[config.mk]
export PLATFORM = sky130hd
export DESIGN_NAME = sfod_ctrl
export DESIGN_NICKNAME = d
export VERILOG_FILES = /design/src/rtl/core/sfod_pkg.sv /design/src/rtl/core/sfod_ctrl.sv
export SDC_FILE = /design/constraint.sdc
export NUM_CORES = 1
export LEC_CHECK = 0
export BUFFER_PORTS_ARGS = -buffer_cell sky130_fd_sc_hd__buf_4
export CAP_MARGIN = 30
export CORE_AREA = 2 2 45 47
export CTS_CLUSTER_DIAMETER = 120
export CTS_CLUSTER_SIZE = 25
export DETAILED_ROUTE_END_ITERATION = 6
export DIE_AREA = 0 0 47 49
export PLACE_DENSITY = 0.72
export SYNTH_ARGS = -nofsm -noshare
export SYNTH_HDL_FRONTEND = slang
export SYNTH_SLANG_ARGS = --single-unit
[constraint.sdc]
create_clock -name clk -period 1.4 [get_ports clk]
set_input_delay 0 -clock clk [delete_from_list [all_inputs] [get_ports clk]]
set_output_delay 0 -clock clk [all_outputs]
set_load 0.005 [all_outputs]
[src/rtl/core/sfod_pkg.sv]
package sfod_pkg;

  localparam int MAG_W     = 16;
  localparam int VAL_W     = 26;
  localparam int FRAME_W   = 24;
  localparam int MULT_W    = 8;
  localparam int CFG_W     = 26;
  localparam int CFG_IDX_W = 1;

  localparam logic [CFG_IDX_W-1:0] CFG_THRESHOLD_MULTIPLIER = 1'd0;
  localparam logic [CFG_IDX_W-1:0] CFG_ONSET_LEVEL          = 1'd1;

  localparam logic [MULT_W-1:0] MULT_RESET  = 8'd24;
  localparam logic [VAL_W-1:0]  ONSET_RESET = 26'd655;

  typedef struct packed {
    logic [MAG_W-1:0] bin_magnitude;
    logic             frame_end;
    logic             track_end;
  } in_item_t;

  typedef struct packed {
    logic [FRAME_W-1:0] frame_number;
    logic [VAL_W-1:0]   peak_value;
    logic               is_onset;
    logic               last_result;
  } out_item_t;

  typedef struct packed {
    logic clear_run;
    logic track_clear;
    logic accept_en;
    logic step_rd;
    logic step_sum;
    logic step_mul;
    logic div_start;
    logic prune;
    logic emit;
    logic drain_start;
    logic d_dec;
    logic frame_done;
  } sfod_cmd_t;

  typedef struct packed {
    logic frame_accept;
    logic clear_last;
    logic adv_en;
    logic te;
    logic drain;
    logic d_zero;
    logic div_busy;
    logic emit_ok;
  } sfod_status_t;

endpackage

[src/rtl/core/sfod_ctrl.sv]
module sfod_ctrl import sfod_pkg::*; (
  input  logic         clk,
  input  logic         rst_n,
  input  sfod_status_t status,
  output sfod_cmd_t    cmd
);

  typedef enum logic [8:0] {
    S_CLEAR  = 9'b000000001,
    S_BIN    = 9'b000000010,
    S_RD     = 9'b000000100,
    S_SUM    = 9'b000001000,
    S_MUL    = 9'b000010000,
    S_DSTART = 9'b000100000,
    S_DIV    = 9'b001000000,
    S_PRUNE  = 9'b010000000,
    S_EMIT   = 9'b100000000
  } state_t;

  state_t state_r;
  state_t state_nxt;
  logic   step_end;

  always_comb begin
    cmd       = '0;
    state_nxt = state_r;
    step_end  = 1'b0;
    unique case (state_r)
      S_CLEAR: begin
        cmd.clear_run = 1'b1;
        if (status.clear_last) begin
          state_nxt = S_BIN;
        end
      end
      S_BIN: begin
        cmd.accept_en = 1'b1;
        if (status.frame_accept) begin
          state_nxt = S_RD;
        end
      end
      S_RD: begin
        cmd.step_rd = 1'b1;
        state_nxt   = S_SUM;
      end
      S_SUM: begin
        cmd.step_sum = 1'b1;
        if (status.adv_en) begin
          state_nxt = S_MUL;
        end else begin
          step_end = 1'b1;
        end
      end
      S_MUL: begin
        cmd.step_mul = 1'b1;
        state_nxt    = S_DSTART;
      end
      S_DSTART: begin
        cmd.div_start = 1'b1;
        state_nxt     = S_DIV;
      end
      S_DIV: begin
        if (!status.div_busy) begin
          state_nxt = S_PRUNE;
        end
      end
      S_PRUNE: begin
        cmd.prune = 1'b1;
        state_nxt = S_EMIT;
      end
      S_EMIT: begin
        if (status.emit_ok) begin
          cmd.emit = 1'b1;
          step_end = 1'b1;
        end
      end
      default: begin
        state_nxt = S_CLEAR;
      end
    endcase

    if (step_end) begin
      if (!status.drain) begin
        if (status.te) begin
          cmd.drain_start = 1'b1;
          state_nxt       = S_RD;
        end else begin
          cmd.frame_done = 1'b1;
          state_nxt      = S_BIN;
        end
      end else if (status.d_zero) begin
        cmd.track_clear = 1'b1;
        state_nxt       = S_CLEAR;
      end else begin
        cmd.d_dec = 1'b1;
        state_nxt = S_RD;
      end
    end
  end

  always_ff @(posedge clk) begin
    if (!rst_n) begin
      state_r <= S_CLEAR;
    end else begin
      state_r <= state_nxt;
    end
  end

endmodule

==> run summary <==
Initial Util: 43.7%
crit start category: flip-flop
die width: 47 um
met2 Use GR: 42.7%
largest net degree at the start of global routing: 10
clock buffer depth: 2
Vias: 969
Req. time, crit path: 1.57 ns
CTS Buf Count: 3
layout cell share with drive strength beyond 1: 72.4%
P&R area growth vs syn: 86.9%
DR iter-0 viols: 25
CTS tree: yes
final hold violations: 0
EDFF count, synth: 0
hold path depth: 3
n_diodes: 0
number of port buffers: 21
FF-to-FF Start: state_r[5]
number of H-tree levels: 1
Largest register FFs: 9
top flop regs: state_r (9)
Top Ports: 22
worst min path class: in -> reg
Max VDD drop: 0.000353 V
GR Util met3: 4.07%
RD Place Congestion: 0.918
minimum clock period: 1.60 ns
fin nets: 163
FP Rows: 16
reg-to-reg setup timing slack: -0.20 ns
Max FO, Critical Path: 6
post-synth cell types: 35
initial antenna violation count: 0
internal power: 0.000557 W
r2r endpoint: state_r[0]
failing checks: negative setup slack
CP Capture Type: flip-flop
die height: 49 um
net count after synthesis: 99
register area share after synthesis: 22.4%
CP Data Arrival Time: 1.77 ns
Yosys reg bits: 9
largest register by flop count: state_r
Clock Power Share: 26.0%
share of synthesized registers carrying an async set or reset: 0%
worst hold margin: 0.0965 ns
Sw Share: 33.3%
Via density: 5.41
Worst-path clk slew: 0.07 ns
Num Clock Sinks: 9
overall routing resource usage: 26.7%
post-synthesis cell area: 805 um2
commonest register cell after synthesis: dfxtp_1
# Max-Cap Violations: 0
Final HPWL DP: 1.69 mm
Endpoint, Worst Hold: state_r[6]
RSZ-0062 raised after global routing: true
Hold Crit Start: status[1]
Storage cell area: 206 um2
slew of the pin with the lowest slew margin: 0.380 ns
Power Density: 555 nW/um2
endpoints failing setup: 21
Relative slew margins: 74.6%
synthesized instance count: 89
Pleak: 0.652 nW
DIE AREA: 2300 um2
Synth Warn #: 0
Overflow after GRT: 0
Comb power frac: 39.2%
DR pass1 iterations: 4
first-pass GRT wire length: 4.35 mm
multi-input logic area: 702 um2
Most Crowded Layer GR: met2
Avg Synthesized Cell Area: 9.04 um2
met1 Use GR: 33.1%
Filler cells: 112
Final Util: 81.7%
CTS root buf: clkbuf_4
status: finished, violations left
R2R depth: 6
wire length per cell: 16.3 um
switching power: 0.000278 W
vias in the first global route: 921
fmax: 625 MHz
period utilization: 114%
core area: 1840 um2
crit path kind: reg -> reg
share of power burned in registers: 34.8%
DRC viols: 0
clock latency on the worst-skew pair: 0.27 ns
setup ws final: -0.199 ns
Final Skew: 0.00527 ns
final wirelength: 2.92 mm
Routed Antenna Nets: 0
fin. max-slew vios: 0
-- per-layer routing --
metal | share of wire (%) | wire (um)
met1 | 40 | 1180
met4 | 2.0 | 58
met2 | 54 | 1560
met3 | 4.0 | 117
met5 | 0 | 0
-- repair_timing --
item | in CTS | in global routing
gates resized for setup | 33 | 17
setup endpoints to repair | 20 | 20
hold endpoints to repair | 1 | 0
hold buffers | 1 | 0
pin swaps | 11 | 10
setup buffers | 10 | 8
-- how the worst max path moves through the flow --
| stage | to | cells past startpoint | slack [ns] | start |
|---|---|---|---|---|
| 2_1_floorplan | state_r[2] | 5 | -0.006 | state_r[8] |
| 5_1_grt | cmd[0] | 6 | -0.26 | state_r[5] |
| 3_5_place_dp | state_r[5] | 4 | -0.23 | state_r[0] |
| 6_report | state_r[0] | 6 | -0.20 | state_r[5] |
| 4_1_cts | cmd[0] | 6 | -0.13 | state_r[6] |
| 3_3_place_gp | state_r[5] | 4 | -0.19 | state_r[0] |
-- cell type report --
type,instances,share of cell area (%)
Multi-Input combinational cell,68,46.7
Timing Repair Buffer,64,33.9
Sequential cell,9,13.7
Tap cell,27,2.25
Clock buffer,4,1.75
Inverter,7,1.75
-- cells in the mapped netlist, types with 2 or more instances --
cell type | n | area (um2)
nor2_1 | 11 | 41.3
dfxtp_1 | 9 | 180
inv_1 | 7 | 26.3
nand2_1 | 5 | 18.8
nand3_1 | 5 | 25.0
nor3b_1 | 4 | 30.0
nor4b_2 | 4 | 60.1
a21oi_1 | 3 | 15.0
nand2b_1 | 3 | 18.8
nor2b_1 | 3 | 18.8
nor3_1 | 3 | 15.0
nor4_4 | 3 | 63.8
buf_4 | 2 | 15.0
buf_6 | 2 | 22.5
nand4_2 | 2 | 25.0
nand4b_1 | 2 | 17.5
nor3_2 | 2 | 20.0
o21ai_0 | 2 | 10.0
-- kinds of logic after synthesis --
logic type | after synthesis | share of synthesized area (%)
xor+xnor | 1 | 1.09
compound gates | 17 | 20.1
buf+inv | 12 | 8.55
simple gates | 50 | 47.9
flops | 9 | 22.4
-- through the flow --
| stage | total power, W | TNS [ns] | setup WS, ns | std cells | area (um2) |
|---|---|---|---|---|---|
| detailed placement | 0.000512 | -1.09 | -0.234 | 156 | 1140 |
| global placement | 0.000508 | -0.823 | -0.189 | 156 | 1140 |
| global route | 0.000879 | -4.08 | -0.258 | 179 | 1500 |
| CTS | 0.000778 | -1.53 | -0.132 | 171 | 1380 |
| floorplan | 0.000417 | -0.00629 | -0.00629 | 89 | 815 |
| finish | 0.000835 | -2.75 | -0.199 | 179 | 1500 |
-- worst max-delay path, cell delays in order (launching register included) --
cell and delay, ns:
dfxtp_4 0.39, nor4_4 0.31, buf_6 0.18, nand4b_1 0.14, buf_4 0.18, o221a_4 0.25, o41ai_2 0.05
-- power groups by stage --
| stage | clock (W) | sequential (W) | combinational (W) |
|---|---|---|---|
| 2_1_floorplan | 0 | 0.000273 | 0.000144 |
| 4_1_cts | 0.000216 | 0.000295 | 0.000267 |
| 3_5_place_dp | 0 | 0.000298 | 0.000215 |
| 5_1_grt | 0.000241 | 0.000291 | 0.000347 |
| 6_report | 0.000217 | 0.000290 | 0.000328 |
| 3_3_place_gp | 0 | 0.000297 | 0.000211 |
-- cells in the final DEF (no fill, tap or decap), drive strengths merged, types with 2 or more instances in the layout --
cell type and count:
nand2b 3, nor4b 4, nor3 5, nand4b 2, nor2b 3, buf 63
nand4 2, nor2 11, nand2 5, nor3b 5, nor4 3, dfxtp 9
a21oi 3, inv 7, a21boi 2, nand3 5, clkbuf 4, o21ai 3
o221a 2
Power figures use the tool's default switching activity.
